File: src/rotation_matrix_to_quaternion_defines.svh
// ----------------------------------------------------------------------------
// rotation_matrix_to_quaternion_defines
// assertion macros shared by the rotation matrix to quaternion rtl
// ----------------------------------------------------------------------------
`ifndef ROTATION_MATRIX_TO_QUATERNION_DEFINES_SVH
`define ROTATION_MATRIX_TO_QUATERNION_DEFINES_SVH

// same-cycle implication, clocked on clk, off during reset
`define RMQ_ASSERT_IMP(lbl, ante, cons, msg) \
	lbl: assert property (@(posedge clk) disable iff (!arst_n) (ante) |-> (cons)) \
		else $error(msg);

// next-cycle implication, clocked on clk, off during reset
`define RMQ_ASSERT_NXT(lbl, ante, cons, msg) \
	lbl: assert property (@(posedge clk) disable iff (!arst_n) (ante) |=> (cons)) \
		else $error(msg);

`endif

File: src/rmq_pkg.sv
// ----------------------------------------------------------------------------
// rmq_pkg
// widths, slot codes and word types of the matrix to quaternion pipeline
// ----------------------------------------------------------------------------
package rmq_pkg;

	localparam int unsigned MW    = 32;	// matrix entry
	localparam int unsigned NW    = 33;	// off-diagonal sum or difference
	localparam int unsigned RW    = 36;	// radicand
	localparam int unsigned XW    = 64;	// square root and divider operands
	localparam int unsigned QW    = 32;	// quaternion component
	localparam int unsigned LANES = 3;
	localparam int unsigned STEPS = 32;

	typedef logic [1:0] slot_t;
	localparam slot_t SLOT_X = 2'd0;
	localparam slot_t SLOT_Y = 2'd1;
	localparam slot_t SLOT_Z = 2'd2;
	localparam slot_t SLOT_W = 2'd3;

	localparam logic [QW-1:0] POS_MAX = 32'h7fff_ffff;
	localparam logic [QW-1:0] NEG_MAG = 32'h8000_0000;

	typedef logic signed [MW-1:0] ent_t;
	typedef logic signed [NW-1:0] num_t;

	typedef struct packed {
		ent_t m00; ent_t m01; ent_t m02;
		ent_t m10; ent_t m11; ent_t m12;
		ent_t m20; ent_t m21; ent_t m22;
	} mat_t;

	typedef struct packed {
		logic                   invalid;
		slot_t                  sel;
		num_t [LANES-1:0]       num;
	} side_t;

	typedef struct packed {
		ent_t quat_x;
		ent_t quat_y;
		ent_t quat_z;
		ent_t quat_w;
		logic invalid;
	} word_t;

	typedef struct packed {
		logic full;
		logic empty;
	} fifo_stat_t;

	// divider lanes take the three slots other than the one from the root
	function automatic slot_t lane_slot(input logic [1:0] lane, input slot_t sel);
		return (lane < sel) ? slot_t'(lane) : slot_t'(lane + 2'd1);
	endfunction

endpackage

File: src/rmq_ofifo.sv
// ----------------------------------------------------------------------------
// rmq_ofifo
// two-word output buffer between the pipeline and the result channel
// ----------------------------------------------------------------------------
module rmq_ofifo import rmq_pkg::*; (
	input  logic       clk,
	input  logic       arst_n,
	input  logic       push,
	input  word_t      push_word,
	input  logic       pop,
	output word_t      pop_word,
	output fifo_stat_t stat
);

	word_t      mem_q [2];
	logic [1:0] cnt_q;
	logic       wp_q;
	logic       rp_q;
	logic       push_ok;
	logic       pop_ok;

	assign push_ok = push && (cnt_q != 2'd2);
	assign pop_ok  = pop && (cnt_q != 2'd0);

	always_ff @(posedge clk or negedge arst_n) begin
		if (!arst_n) begin
			cnt_q <= 2'd0;
			wp_q  <= 1'b0;
			rp_q  <= 1'b0;
		end else begin
			if (push_ok) wp_q <= ~wp_q;
			if (pop_ok) rp_q <= ~rp_q;
			if (push_ok && !pop_ok) begin
				cnt_q <= cnt_q + 2'd1;
			end else if (pop_ok && !push_ok) begin
				cnt_q <= cnt_q - 2'd1;
			end
		end
	end

	always_ff @(posedge clk) begin
		if (push_ok) mem_q[wp_q] <= push_word;
	end

	assign pop_word   = mem_q[rp_q];
	assign stat.full  = cnt_q == 2'd2;
	assign stat.empty = cnt_q == 2'd0;

endmodule

File: config.mk
export PLATFORM = sky130hd
export DESIGN_NAME = rmq_ofifo
export DESIGN_NICKNAME = d
export VERILOG_FILES = /design/src/rotation_matrix_to_quaternion_defines.svh /design/src/rmq_pkg.sv /design/src/rmq_ofifo.sv
export SDC_FILE = /design/constraint.sdc
export NUM_CORES = 1
export LEC_CHECK = 0
export BUFFER_PORTS_ARGS = -buffer_cell sky130_fd_sc_hd__buf_2
export CORE_MARGIN = 3
export CORE_UTILIZATION = 52
export CTS_BUF_LIST = sky130_fd_sc_hd__clkbuf_8 sky130_fd_sc_hd__clkbuf_16
export DETAILED_ROUTE_END_ITERATION = 8
export PLACE_DENSITY = 0.77
export SETUP_SLACK_MARGIN = 0.5
export SYNTH_ARGS = -nofsm -noshare
export SYNTH_HDL_FRONTEND = slang
export SYNTH_SLANG_ARGS = --single-unit
File: constraint.sdc
create_clock -name clk -period 7.5 [get_ports clk]
set_input_delay 0.375 -clock clk [delete_from_list [all_inputs] [get_ports clk]]
set_output_delay 0.375 -clock clk [all_outputs]
set_load 0.01 [all_outputs]
==> summary.txt <==
Run status
  • Status: finished, final reports clean

Setup path
  • Crit path required time: about 7 ns
  • Nature of the critical path endpoint: primary output
  • Crit path kind: register to primary output
  • Crit-path max FO: 85
  • Arr. time, crit path: 2.97 ns
  • Critical path startpoint category: register

CTS
  • Num Clock Sinks: 262
  • CTS tree: done
  • Clock tree buffer depth: 3
  • CTS H-Tree Depth: 1
  • Clock Latency Late Sink: 0.51 ns
  • Post-CTS Resized: 0
  • Clk slew on worst S/H paths: about 0.06 ns
  • CTS root buf: clkbuf_16
  • CTS buffer count: 27
  • Setup Buffers After CTS: 0

Die
  • Starting density of the core: 0.542
  • DIE AREA: roughly 20000 sq um
  • Core area: 17600 sq um
  • I/O Pins: approximately 260
  • Cell Rows: 48
  • Die Span Y: 141 um
  • Die X: approximately 140 um

Routing
  • Post-route ant nets: 0
  • Top sig layer: met4
  • Wirelength per Cell: 19.3 um
  • Wire length on met1: between 7 and 8 mm
  • Met3 WL: 1.56 mm
  • Detailed-route via count: a little under 5000
  • WL final: about 18 mm
  • Vias/cell: 5.14
  • TritonRoute pass-1 iters: 4
  • Number of remaining DRC errors: 0
  • DRT iter0 DRCs: roughly 270
  • Detail Route met2 WL: 9.24 mm

Placement
  • Port Buf Inserts: 263
  • Post-DP HPWL: between 10 and 15 mm
  • RePlAce Congestion: approximately 0.79
  • DP Area: 11000 sq um

Yosys
  • Sequential area share after synthesis: 0.823
  • Average cell area after synthesis: between 20 and 25 sq um
  • Gate Count Post-Synth: 420
  • Syn Nets: between 500 and 600
  • Cell variety after synth: 15
  • Cell area after synthesis: about 9500 sq um
  • Seq cells post-synth: around 260
  • Yosys warns: 0

GRT
  • Largest net degree at the start of global routing: 86
  • Global-route wire length before repair: 27.9 mm
  • Number of global-route vias before repair: between 5000 and 6000
  • Global Route Usage Sum: 0.178
  • Initial antenna violation count: 1
  • Grt ovf: 0

Pwr
  • Pwr Density: slightly below 400 nW/um^2
  • Max IR drop VDD: 0.240 mV
  • Final Power: about 4.6 mW
  • Static leakage: roughly 4.5 nW

STA
  • Fin. max-slew vios: 0
  • Fmax: about 0.3 GHz
  • RSZ-0062 raised after global routing: false
  • WHS: between 0.05 and 0.06 ns
  • Setup violators final: 0
  • Final TNS setup: 0 ns
  • Period utilization: 0.446
  • Final Hold Violating Endpoints: 0
  • Max-Slew Margin vs Limit: 0.247
  • Tmin final: between 3 and 4 ns
  • Least-Margin Pin Slew: between 1 and 1.5 ns
  • Clk_skew: between 0.01 and 0.015 ns

Final layout
  • Layout area overhead: 24.4%
  • Fin area: around 12000 sq um
  • Final #Nets: 837
  • Layout cells sized above 1: 0.597
  • Final Core Density: 0.674

Flow run
  • Number of max-cap violations: 0

Min path
  • Worst hold path type: primary input to register
-- per-layer routing --
metal	track usage	up-vias
li1	-	2241
met1	0.227	2402
met2	0.306	219
met4	0.0389	0
met3	0.0506	24
met5	0	-
-- flip-flops by register name (all words and copies together), names as in the netlist --
name,count
mem_q,258
cnt_q,2
rp_q,1
wp_q,1
-- cell families after synthesis --
logic type | share of synthesized area
flip-flops | 0.823
multiplexers | 0.152
buffers and inverters | 0.0150
AND/OR/NAND/NOR | 0.00289
XOR/XNOR | 0.00460
AO/OA/AOI/OAI | 0.000525
adder cells (fa/ha/maj) | 0.00131
-- final cells by class --
| class | instances | area, sq um |
|---|---|---|
| Multi-Input combinational cell | 142 | 1550 |
| Clock inverter | 23 | 131 |
| Antenna cell | 1 | 2.50 |
| Sequential cell | 262 | 7850 |
| Clock buffer | 27 | 676 |
| Fill cell | 1180 | 5740 |
| Tap cell | 225 | 282 |
| Inverter | 2 | 7.51 |
| Timing Repair Buffer | 268 | 1360 |
-- timing repair --
action,CTS,global route
setup endpoints to repair,0,0
hold buffers,1,0
endpoints found under the hold margin,4,0
-- through the flow --
step           instances  setup WS (ns)
5_1_grt              950           3.97
4_1_cts              949           4.12
3_5_place_dp         898           4.68
3_3_place_gp         898           4.72
6_report             950           4.15
2_1_floorplan        420          0.877
-- worst paths after layout --
check                      slack [ns]     startpoint      endpoint  cells after the start
max in group asynchronous        7.14         arst_n          rp_q                      2
hold / removal                   0.05  push_word[96]  mem_q[0][96]                      1
hold reg to reg                  0.51       cnt_q[1]      cnt_q[1]                      1
min in group asynchronous        0.22         arst_n          rp_q                      2
setup / recovery                 4.15           rp_q  pop_word[59]                      3
setup reg to reg                 4.83       cnt_q[0]  mem_q[1][55]                      3
-- synth_stat cells, drive strengths merged --
master,count,area share
edfxtp,258,0.81
mux2,129,0.15
buf,14,0.014
dfrtp,4,0.011
nor2,3,0.0012
xnor2,3,0.0028
inv,2,0.00079
xor2,2,0.0018
and3,1,0.00066
ha,1,0.0013
nand2,1,0.00039
nand2b,1,0.00066
o21ai,1,0.00052
-- cells in the final DEF (no fill, tap or decap) --
| cell | instances |
|---|---|
| inv_6 | 1 |
| inv_1 | 10 |
| xor2_1 | 2 |
| diode_2 | 1 |
| buf_2 | 263 |
| clkinv_2 | 2 |
| o21ai_0 | 1 |
| mux2_2 | 129 |
| nor2_1 | 2 |
| dlygate4sd3_1 | 1 |
| clkinv_1 | 9 |
| clkbuf_16 | 27 |
| bufinv_16 | 1 |
| clkinvlp_4 | 1 |
| edfxtp_1 | 258 |
| dfrtp_4 | 1 |
| and3_4 | 1 |
| buf_4 | 4 |
| xnor2_1 | 3 |
| dfrtp_1 | 3 |
| nand2_1 | 1 |
| nand2b_1 | 1 |
| nor2_4 | 1 |
| inv_8 | 1 |
| ha_1 | 1 |
-- worst max-delay path: stages (launching register included) --
cell	delay, ns
dfrtp_4	0.82
buf_4	0.90
mux2_2	0.45
buf_2	0.15
-- power by group --
group          total [mW]  switching, mW  internal, mW
combinational        1.29          0.702         0.591
sequential           2.13          0.123          2.01
clock                1.18          0.497         0.687
total                4.61           1.32          3.29
Power figures use the tool's default switching activity.
