File: src/rotation_matrix_to_quaternion_defines.svh
// ----------------------------------------------------------------------------
// rotation_matrix_to_quaternion_defines
// assertion macros shared by the rotation matrix to quaternion rtl
// ----------------------------------------------------------------------------
`ifndef ROTATION_MATRIX_TO_QUATERNION_DEFINES_SVH
`define ROTATION_MATRIX_TO_QUATERNION_DEFINES_SVH

// same-cycle implication, clocked on clk, off during reset
`define RMQ_ASSERT_IMP(lbl, ante, cons, msg) \
	lbl: assert property (@(posedge clk) disable iff (!arst_n) (ante) |-> (cons)) \
		else $error(msg);

// next-cycle implication, clocked on clk, off during reset
`define RMQ_ASSERT_NXT(lbl, ante, cons, msg) \
	lbl: assert property (@(posedge clk) disable iff (!arst_n) (ante) |=> (cons)) \
		else $error(msg);

`endif

File: src/rmq_pkg.sv
// ----------------------------------------------------------------------------
// rmq_pkg
// widths, slot codes and word types of the matrix to quaternion pipeline
// ----------------------------------------------------------------------------
package rmq_pkg;

	localparam int unsigned MW    = 32;	// matrix entry
	localparam int unsigned NW    = 33;	// off-diagonal sum or difference
	localparam int unsigned RW    = 36;	// radicand
	localparam int unsigned XW    = 64;	// square root and divider operands
	localparam int unsigned QW    = 32;	// quaternion component
	localparam int unsigned LANES = 3;
	localparam int unsigned STEPS = 32;

	typedef logic [1:0] slot_t;
	localparam slot_t SLOT_X = 2'd0;
	localparam slot_t SLOT_Y = 2'd1;
	localparam slot_t SLOT_Z = 2'd2;
	localparam slot_t SLOT_W = 2'd3;

	localparam logic [QW-1:0] POS_MAX = 32'h7fff_ffff;
	localparam logic [QW-1:0] NEG_MAG = 32'h8000_0000;

	typedef logic signed [MW-1:0] ent_t;
	typedef logic signed [NW-1:0] num_t;

	typedef struct packed {
		ent_t m00; ent_t m01; ent_t m02;
		ent_t m10; ent_t m11; ent_t m12;
		ent_t m20; ent_t m21; ent_t m22;
	} mat_t;

	typedef struct packed {
		logic                   invalid;
		slot_t                  sel;
		num_t [LANES-1:0]       num;
	} side_t;

	typedef struct packed {
		ent_t quat_x;
		ent_t quat_y;
		ent_t quat_z;
		ent_t quat_w;
		logic invalid;
	} word_t;

	typedef struct packed {
		logic full;
		logic empty;
	} fifo_stat_t;

	// divider lanes take the three slots other than the one from the root
	function automatic slot_t lane_slot(input logic [1:0] lane, input slot_t sel);
		return (lane < sel) ? slot_t'(lane) : slot_t'(lane + 2'd1);
	endfunction

endpackage

File: src/rmq_front.sv
// ----------------------------------------------------------------------------
// rmq_front
// trace, branch choice, radicand and divider numerators in two stages
// ----------------------------------------------------------------------------
module rmq_front import rmq_pkg::*; #(
	parameter int unsigned FRAC_BITS = 30
) (
	input  logic          clk,
	input  logic          arst_n,
	input  logic          en,
	input  logic          in_valid,
	input  mat_t          mat,
	output logic          out_valid,
	output logic [XW-1:0] rad,
	output side_t         side
);

	localparam logic signed [RW-1:0] ONE = RW'(1) << FRAC_BITS;

	logic signed [MW+1:0] trace_c;
	slot_t                idx_c;
	ent_t                 mii_c;
	num_t                 dif_c [3];
	num_t                 sum_c [3];

	logic                 valid_s1;
	logic signed [MW+1:0] trace_s1;
	slot_t                idx_s1;
	ent_t                 mii_s1;
	num_t                 dif_s1 [3];
	num_t                 sum_s1 [3];

	logic                 pos_c;
	logic signed [RW-1:0] r_c;
	num_t                 slot_c [4];
	slot_t                sel_c;
	side_t                side_c;
	logic [XW-1:0]        rad_c_w;

	logic                 valid_s2;
	logic [XW-1:0]        rad_s2;
	side_t                side_s2;

	always_comb begin
		trace_c = (MW+2)'(mat.m00) + (MW+2)'(mat.m11) + (MW+2)'(mat.m22);
		// strict compares pick the lower index on ties
		if (mat.m00 < mat.m11) begin
			idx_c = (mat.m11 < mat.m22) ? SLOT_Z : SLOT_Y;
		end else begin
			idx_c = (mat.m00 < mat.m22) ? SLOT_Z : SLOT_X;
		end
		case (idx_c)
			SLOT_X: mii_c = mat.m00;
			SLOT_Y: mii_c = mat.m11;
			default: mii_c = mat.m22;
		endcase
		dif_c[0] = NW'(mat.m21) - NW'(mat.m12);
		dif_c[1] = NW'(mat.m02) - NW'(mat.m20);
		dif_c[2] = NW'(mat.m10) - NW'(mat.m01);
		sum_c[0] = NW'(mat.m10) + NW'(mat.m01);
		sum_c[1] = NW'(mat.m20) + NW'(mat.m02);
		sum_c[2] = NW'(mat.m21) + NW'(mat.m12);
	end

	always_ff @(posedge clk or negedge arst_n) begin
		if (!arst_n) begin
			valid_s1 <= 1'b0;
			valid_s2 <= 1'b0;
		end else if (en) begin
			valid_s1 <= in_valid;
			valid_s2 <= valid_s1;
		end
	end

	always_ff @(posedge clk) begin
		if (en) begin
			trace_s1 <= trace_c;
			idx_s1   <= idx_c;
			mii_s1   <= mii_c;
			dif_s1   <= dif_c;
			sum_s1   <= sum_c;
			rad_s2   <= rad_c_w;
			side_s2  <= side_c;
		end
	end

	always_comb begin
		pos_c = trace_s1 > 0;
		// m_ii - m_jj - m_kk equals 2 m_ii - trace
		r_c = pos_c ? RW'(trace_s1) + ONE
			: (RW'(mii_s1) <<< 1) - RW'(trace_s1) + ONE;
		slot_c = '{default: '0};
		if (pos_c) begin
			sel_c = SLOT_W;
			slot_c[SLOT_X] = dif_s1[0];
			slot_c[SLOT_Y] = dif_s1[1];
			slot_c[SLOT_Z] = dif_s1[2];
		end else begin
			sel_c = idx_s1;
			case (idx_s1)
				SLOT_X: begin
					slot_c[SLOT_W] = dif_s1[0];
					slot_c[SLOT_Y] = sum_s1[0];
					slot_c[SLOT_Z] = sum_s1[1];
				end
				SLOT_Y: begin
					slot_c[SLOT_W] = dif_s1[1];
					slot_c[SLOT_Z] = sum_s1[2];
					slot_c[SLOT_X] = sum_s1[0];
				end
				default: begin
					slot_c[SLOT_W] = dif_s1[2];
					slot_c[SLOT_X] = sum_s1[1];
					slot_c[SLOT_Y] = sum_s1[2];
				end
			endcase
		end
		side_c.invalid = !pos_c && (r_c <= 0);
		side_c.sel     = sel_c;
		for (int l = 0; l < LANES; l++) begin
			side_c.num[l] = slot_c[lane_slot(2'(l), sel_c)];
		end
		rad_c_w = XW'(r_c[RW-3:0]) << FRAC_BITS;
	end

	assign out_valid = valid_s2;
	assign rad       = rad_s2;
	assign side      = side_s2;

endmodule

File: config.mk
export PLATFORM = sky130hd
export DESIGN_NAME = rmq_front
export DESIGN_NICKNAME = d
export VERILOG_FILES = /design/src/rotation_matrix_to_quaternion_defines.svh /design/src/rmq_pkg.sv /design/src/rmq_front.sv
export SDC_FILE = /design/constraint.sdc
export NUM_CORES = 1
export LEC_CHECK = 0
export BUFFER_PORTS_ARGS = -buffer_cell sky130_fd_sc_hd__buf_2
export CORE_MARGIN = 2
export CORE_UTILIZATION = 45
export CTS_BUF_LIST = sky130_fd_sc_hd__clkbuf_8
export CTS_CLUSTER_DIAMETER = 60
export DETAILED_ROUTE_END_ITERATION = 8
export PLACE_DENSITY_LB_ADDON = 0.3
export SLEW_MARGIN = 15
export SYNTH_ARGS = -nofsm -noshare
export SYNTH_HDL_FRONTEND = slang
export SYNTH_SLANG_ARGS = --single-unit
File: constraint.sdc
create_clock -name clk -period 9.7 [get_ports clk]
set_input_delay 1.94 -clock clk [delete_from_list [all_inputs] [get_ports clk]]
set_output_delay 1.94 -clock clk [all_outputs]
set_load 0.005 [all_outputs]
==> results of run 1 <==
==> cell usage after synthesis, types with 6 or more instances <==
cell type and instances:
a2111oi_0 13, a211o_1 11, a211oi_1 18, a21boi_0 8
a21o_1 88, a21oi_1 275, a22oi_1 34, a311oi_1 6
a31oi_1 19, and2_1 6, and3_1 23, buf_1 9
buf_2 6, buf_4 30, clkbuf_1 113, edfxtp_1 399
fa_1 40, ha_1 387, inv_1 351, mux2i_1 69
nand2_1 234, nand2b_1 40, nand3_1 37, nand4_1 30
nor2_1 220, nor2b_1 33, nor3_1 57, nor4_1 13
o2111ai_1 9, o211a_1 6, o211ai_1 20, o21a_1 23
o21ai_0 214, o21ai_1 10, o21bai_1 68, o221ai_1 39
o31a_1 10, o31ai_1 20, or2_2 6, or3_1 20
or4_1 8, xnor2_1 153, xor2_1 57
==> state kept, by name, summed over array words and instances (netlist names) <==
signal / cells
dif_s1: 99
idx_s1: 2
mii_s1: 32
out_valid: 1
rad: 34
side: 102
sum_s1: 96
trace_s1: 34
valid_s1: 1
==> layer usage <==
metal  vias up  share of wire (%)  GRT usage, %  wire length [microns]
li1      12700                  -             -                      -
met1     12100                 43          31.8                  39200
met2       820                 47          40.7                  43300
met3       156                6.7          3.60                   6130
met4        14                3.7          9.90                   3410
met5         -              0.090             0                     83
==> cell families (layout without fill, tap and decap cells) <==
logic type      after synthesis  after routing
simple gates                756            756
xor+xnor                    210            210
other cells                   1             44
flops                       401            401
mux                          74             74
compound gates              943            943
fa+ha+maj                   427            427
buf+inv                     512            934
==> through the flow <==
step	total power [mW]	instances	setup slack, ps
after CTS	6.98	4715	4370
after floorplan	4.41	3353	4320
after detailed placement	5.32	4577	3680
after global placement	5.30	4577	3730
final	6.96	4729	4370
after global routing	7.41	4723	4100
==> where the power goes <==
group          total, mW  leakage, nW  switching [mW]  internal, mW
clock               1.63        0.812           0.769         0.856
sequential          2.64         3.94           0.224          2.42
combinational       2.69         11.6            1.60          1.09
==> worst min path at each step <==
| stage | start | endpoint | slack [ps] | depth (start not counted) |
|---|---|---|---|---|
| floorplan | valid_s1 | valid_s1 | 470 | 1 |
| global placement | valid_s1 | valid_s1 | 480 | 1 |
| detailed placement | valid_s1 | out_valid | 490 | 1 |
| CTS | valid_s1 | out_valid | 510 | 1 |
| global route | valid_s1 | out_valid | 540 | 1 |
| finish | valid_s1 | valid_s1 | 500 | 1 |
==> critical path, stage by stage <==
cell and delay [ps]:
buf_2 120, fa_1 540, ha_1 200, inv_1 80
fa_1 450, nor2b_1 110, o21ai_0 100, a21boi_0 240
o21ai_0 140, a21oi_1 310, a211oi_1 230, o211a_1 350
a31o_2 280, o2111ai_1 210, a31oi_1 150, o221a_2 270
==> area by class of cell <==
| class | count | share of cell area [%] |
|---|---|---|
| diodes | 14 | 0.0966 |
| clock buffers | 77 | 2.92 |
| clock inverters | 61 | 1.10 |
| inverters | 354 | 3.66 |
| multi-input cells | 2440 | 49.6 |
| flip-flops and latches | 401 | 33.2 |
| well taps | 940 | 3.24 |
| repair buffers | 442 | 6.26 |
==> impl.org, run 1 <==
** Logic synthesis
- Synth warn :: 0
- Compound-cell area share of the yosys netlist :: 19.0%
- FF+latch count, synth :: 401
- The synthesized netlist devotes 11.2% of its cell area to simple gates.
- Averaged over all synthesized cells, the footprint is 9.60 sq um.
- Synthesis instantiated 87 different standard cells from the library.
- After synthesis, the largest family of logic cells by area is compound AO/OA/AOI/OAI gates.
- Xor/xnor cell area share of the yosys netlist :: 5.76%
- After synthesis, the share of flip-flops with an asynchronous set or reset is 0.499%.
- For this run, the register share of the synthesized area comes to 37.7%.
- Synth Area in Adders :: 17.7%
- After synthesis the cells add up to 31,900 sq um.
- Among all flip-flop cells after synthesis, the most frequent one is edfxtp_1.
- Top post-synthesis cells by area :: edfxtp_1 (38%), ha_1 (15%), a21oi_1 (4.3%)
- The cell count after synthesis came out at 3,324.
- Mux cell area share after synthesis :: 2.34%
- Share of Yosys cell area claimed by the top area cell type :: 37.5%
- Cell type contributing the most total cell area after synthesis :: edfxtp_1
- Counting flops with a built-in enable in the synthesized netlist gives 399.

** Worst setup path
- By startpoint and endpoint, the worst setup path is classified as primary input to flop.
- Worst path required time :: 10,090 ps
- Setup slack on the worst reg-to-reg path comes out at 5190 ps.
- Worst setup path endpoint :: trace_s1[33]
- Startpoint type of the worst setup path :: primary input
- For the worst flop-to-flop path, the logic depth is 15.
- STA puts the critical path data arrival time at 5720 ps.
- The startpoint identified for the worst register-to-register timing path is trace_s1[1].
- Endpoint kind of the worst setup timing path :: flop
- Largest driver fanout on the critical path :: 4
- Tracing the worst setup path back leads to its startpoint at mat[1].
- The endpoint identified for the worst register-to-register timing path is side[101].

** Placement
- In this run the tool buffered the top-level ports with 428 buffer cells.
- Weighted congestion reported at the end of routability-driven placement :: 0.964
- Post-Place Cell Area :: 34,800 sq um
- Estimated wirelength of the detail-placed design :: 72.2 mm

** Floorplan
- In this run the count of I/O pins placed on the die edge is 459.
- Die outline height :: 270 microns
- Std cell rows :: 97
- The region available for standard cell placement spans 70,100 sq um.
- Effective utilization at floorplan :: 45.5%
- Die outline area :: 73,100 sq um
- The die is 270 microns wide.

** Clock tree
- Number of setup buffers added after CTS :: 0
- Num CTS Buffers :: 77
- After clock tree synthesis, the clock-pin slew on the worst setup and hold paths is 50 ps.
- Clock network latency to the later pin of the worst-skew pair :: 680 ps
- Clock tree from TritonCTS :: done
- Number of gates resized after CTS :: 0
- Clock tree synthesis selected as its root buffer the cell clkbuf_8.
- The clock passes through at most 3 buffers.
- Clock sink total :: 401
- Buffers inserted to repair hold after CTS numbered 0.
- Deepest level of the CTS H-tree :: 3

** Cells and area
- Of the cells placed in the final design, the portion with a size suffix greater than 1 is 15.3%.
- The library cells used most frequently in the layout, excluding fill and tap cells, are buf_2 (427), edfxtp_1 (399), ha_1 (387).
- Leaving out fill and tap cells, the most frequent cell in the layout is buf_2.
- Area of all placed cells without fillers :: 36,300 sq um
- Summing all multi-input logic gate instances after layout gives 18,000 sq um.
- Area occupied by registers :: 12,000 sq um
- The filler cells instantiated in the layout total 6,571.
- From synthesis to final layout, the design area changed by 13.7%.
- Final core utilization :: 51.7%
- Post-layout net count :: 4,435

** Hold path
- The min-delay analysis places its worst path in the category flop to flop.

** STA
- Count of final hold-check violations :: 0
- Setup-failing EPs final :: 0
- Between clock sinks in the finished design, the worst skew comes to 46.8 ps.
- Derived from the worst setup path, the maximum achievable clock frequency is 0.187 GHz.
- The total count of max-transition violations in the final report was 0.
- After layout, the minimum clock period comes to 5330 ps.
- Worst-Margin Slew :: 1080 ps
- On the final layout, the worst hold slack is 501 ps.
- Unrepaired setup endpoints after global routing :: no
- Summed over all failing endpoints, the final setup total negative slack is 0 ps.
- Of the available clock period, the critical path in the final layout requires 55.0%.
- The worst pin sits at a relative slew slack of 27.6%.

** Global routing
- Entering global routing, the biggest net connects 176 pins.
- Vias in the first global route :: 25,000
- Congestion Overflow GR :: 0
- The first global-routing pass estimated 139 mm of wire.
- Total global routing track utilization :: 24.4%
- Initial antenna violation count :: 28

** Outcome
- Result of the run :: finished, final reports clean

** Route
- Post-DR vias/cell :: 5.47
- Length of the first detailed-routing pass in iterations :: 5
- After detailed routing, the average wire length per cell comes to 19.5 microns.
- Summed over all layers, the routed wires come to 92.2 mm.
- DRT antenna net count :: 0
- Total number of vias :: 25,900
- Iter 0 DRT Violations :: 2,188
- Post-route DRC violation count :: 0

** Run
- Number of maximum-capacitance violations :: 0

** Power
- Across the VDD grid, the largest voltage drop is 0.106 mV.
- Pleak :: 16.3 nW
- Pwr Density :: 192 nW/um^2
Note: power is estimated with default switching activity, not from simulation.
==> run 2: changes to the inputs <==
==> constraint.sdc (replaced) <==
create_clock -name clk -period 4.7 [get_ports clk]
set_input_delay 0.94 -clock clk [delete_from_list [all_inputs] [get_ports clk]]
set_output_delay 0.94 -clock clk [all_outputs]
set_load 0.005 [all_outputs]
==> run 2 against run 1 <==
Compared with the run above:
- total power up 110%
- die area unchanged
- flip-flop and latch count unchanged
- register-to-register slack worse by 4900 ps
- combinational power up 110%
- final cell count up 0.99%
- critical path type is now flop to flop
- highest routed layer unchanged
==> impl.org, run 2 (same netlist as run 1, synthesis figures left out) <==
** Worst setup path
- The data arrival time at the worst-slack endpoint came to 4890 ps (-830 ps).
- Worst path required time :: 5220 ps (-4870 ps)
- Startpoint type of the worst setup path :: flop
- Largest driver fanout on the critical path :: 3 (-1)
- STA classifies the critical path endpoint as a flop.
- The critical path is of the flop to flop type.

** Placement
- The routability congestion estimate from global placement was 0.995 (+3.2%).
- The number of cells after detailed placement is 4,628 (+1.1%).
- Quantity of I/O buffers inserted on ports :: 428 (unchanged)
- Post-Place Worst Slack :: -70.0 ps (-3750 ps)
- The placed wire-length estimate came to 72.9 mm (+1.1%).

** Floorplan
- The top-level port count came to 459 (unchanged).
- The starting density of the core is 45.5% (unchanged).
- Core region area :: 70,100 sq um (unchanged)
- Die X-Extent :: 270 microns (unchanged)
- The standard-cell row count is 97 (unchanged).
- Die outline area :: 73,100 sq um (unchanged)
- Die outline height :: 270 microns (unchanged)

** Global routing
- The overall overflow remaining after global route came to 0 (unchanged).
- The initial antenna violation count came to 23 (-18%).
- The wire length of the first global-routing pass was 140 mm (+0.52%).
- The maximum number of pins on one net before global-route repair came to 170 (-3.4%).
- The via count of the first global-routing pass is 25,300 (+1.4%).
- Total global routing track utilization :: 24.5% (+0.092 points)

** Power
- Pleak :: 16.6 nW (+1.6%)
- The power per unit of standard cell area was 391 nW/um^2 (+100%).
- Worst-case vdd ir drop :: 0.310 mV (+190%)

** Cells and area
- Compared with the post-synthesis result, the final layout area differs by 15.1%.
- The number of flip-flops in the largest register is 102 (unchanged).
- Share of layout cells above drive strength 1 :: 16.5% (+1.2 points)
- Leaving out fill and tap cells, the most frequent cells in the layout are buf_2 (427), edfxtp_1 (399), ha_1 (387).
- Final core utilization :: 52.4% (+0.64 points)
- The number of standard cells in the layout, taps in and fillers out is 4,776 (+0.99%).
- Leading cell type in the layout, fill and taps excluded :: buf_2
- The number of nets in the layout was 4,483 (+1.1%).

** STA
- The worst setup slack after layout came to 338 ps (-4030 ps).
- The setup skew after layout is 44.2 ps (-2.66 ps).
- Dividing the final minimum period by the clock period gives 92.8%.
- The number of endpoints with negative hold slack in the final report came to 0 (unchanged).
- Setup repair after global routing left no endpoint under its margin.
- Worst-Margin Slew :: 808 ps (-274 ps)
- For the finished layout, the period the worst path requires is 4360 ps.
- The total count of max-transition violations in the final report came to 0 (unchanged).
- The setup violation total in the final timing report was 0 (unchanged).
- The total negative slack for setup checks is 0 ps (unchanged).
- Max_slew headroom :: 46.0% (+18 points)
- Timing would allow up to 0.229 GHz.

** Clock tree
- Cell at the root of the clock tree :: clkbuf_8
- Worst-path clk slew :: 60 ps (about the same)
- Clock tree from TritonCTS :: done
- The TritonCTS buffer count was 73 (-5.2%).
- Largest buffer count on any clock path :: 3 (unchanged)
- Clock sink total :: 401 (unchanged)
- Clock network latency to the later pin of the worst-skew pair :: 690 ps (about the same)
- Deepest level of the CTS H-tree :: 3 (unchanged)

** Route
- Total wirelength of the detailed-routed design :: 92.2 mm (about the same)
- DRT antenna net count :: 0 (unchanged)
- Final routed wire length divided by cell count :: 19.3 microns (-0.99%)
- Total number of vias :: 26,200 (+1.5%)
- Length of the first detailed-routing pass in iterations :: 6 (+1)
- The remaining routing DRC violations came to 0 (unchanged).
- The routed via count divided by cell count came to 5.49 (+0.45%).
- The detailed router's first-iteration violation count is 2,695 (+23%).

** Run
- Number of maximum-capacitance violations :: 0 (unchanged)

** Hold path
- Kind of path behind the tightest hold check :: flop to flop

** Outcome
- Result of the run :: finished, final reports clean
## run 2: changes by cell type in the layout (fill, tap and decap cells not counted), moves of 2 or more
cell | previous run | this run
buf_4 | 13 | 55
buf_12 | 1 | 10
clkbuf_8 | 77 | 73
clkinv_1 | 21 | 17
clkinv_2 | 8 | 12
inv_12 | 0 | 3
inv_1 | 371 | 369
## run 2: cell type report
| class | count | area [sq um] |
|---|---|---|
| inverter | 354 | 1330 |
| multi-input combinational | 2440 | 18000 |
| sequential | 401 | 12000 |
| antenna | 15 | 37.5 |
| clock inverter | 59 | 393 |
| clock buffer | 73 | 1000 |
| timing repair buffer | 494 | 2780 |
| fill | 6499 | 33400 |
| tap | 940 | 1180 |
## run 2: power breakdown
part,leakage [nW],total (mW),switching (mW),internal [mW]
clock,0.775,3.24,1.58,1.66
sequential,3.94,5.44,0.453,4.98
combinational,11.9,5.70,3.35,2.36
total,16.6,14.4,5.39,9.00
## run 2: repair_timing
item | CTS | global route
buffers inserted | 0 | 0
endpoints found under the hold margin | 2 | 0
hold buffers | 1 | 0
setup endpoints to repair | 0 | 1
gates resized for setup | 0 | 2
## run 2: critical path: stages, from the launching register on
cell and delay (ps):
edfxtp_1 440, inv_1 110, ha_1 230, ha_1 230, fa_1 440, a211oi_2 310
o21ai_1 160, a21o_1 260, a21oi_2 230, xnor2_1 120, a2111o_1 410, or4_1 550
nor4_2 170, nand4bb_1 160, nor4_2 230, a31o_1 180
## run 2: stage by stage
| stage | power [mW] | cell area [sq um] | hold WS, ps |
|---|---|---|---|
| 2_1_floorplan | 9.10 | 32000 | 475 |
| 3_3_place_gp | 11.1 | 35300 | 484 |
| 3_5_place_dp | 11.1 | 35300 | 493 |
| 4_1_cts | 14.4 | 36700 | 458 |
| 5_1_grt | 15.3 | 36700 | 504 |
| 6_report | 14.4 | 36700 | 501 |
## run 2: worst paths after layout
path | start | end | slack, ps | cells after the start
min in group asynchronous | arst_n | valid_s1 | 600 | 2
worst min register to register | valid_s1 | valid_s1 | 500 | 1
worst max-delay path | trace_s1[1] | side[101] | 340 | 15
max in group asynchronous | arst_n | out_valid | 4010 | 2
worst max register to register | trace_s1[1] | side[101] | 340 | 15
worst min-delay path | valid_s1 | valid_s1 | 500 | 1
## run 2: layer usage
| metal | GRT usage (%) | part of all wire, % | vias to the layer above |
|---|---|---|---|
| met3 | 3.37 | 6.8 | 174 |
| met1 | 32.2 | 42 | 12400 |
| met2 | 40.4 | 47 | 862 |
| met5 | 0 | 0.062 | - |
| met4 | 10.4 | 3.8 | 10 |
| li1 | - | - | 12800 |
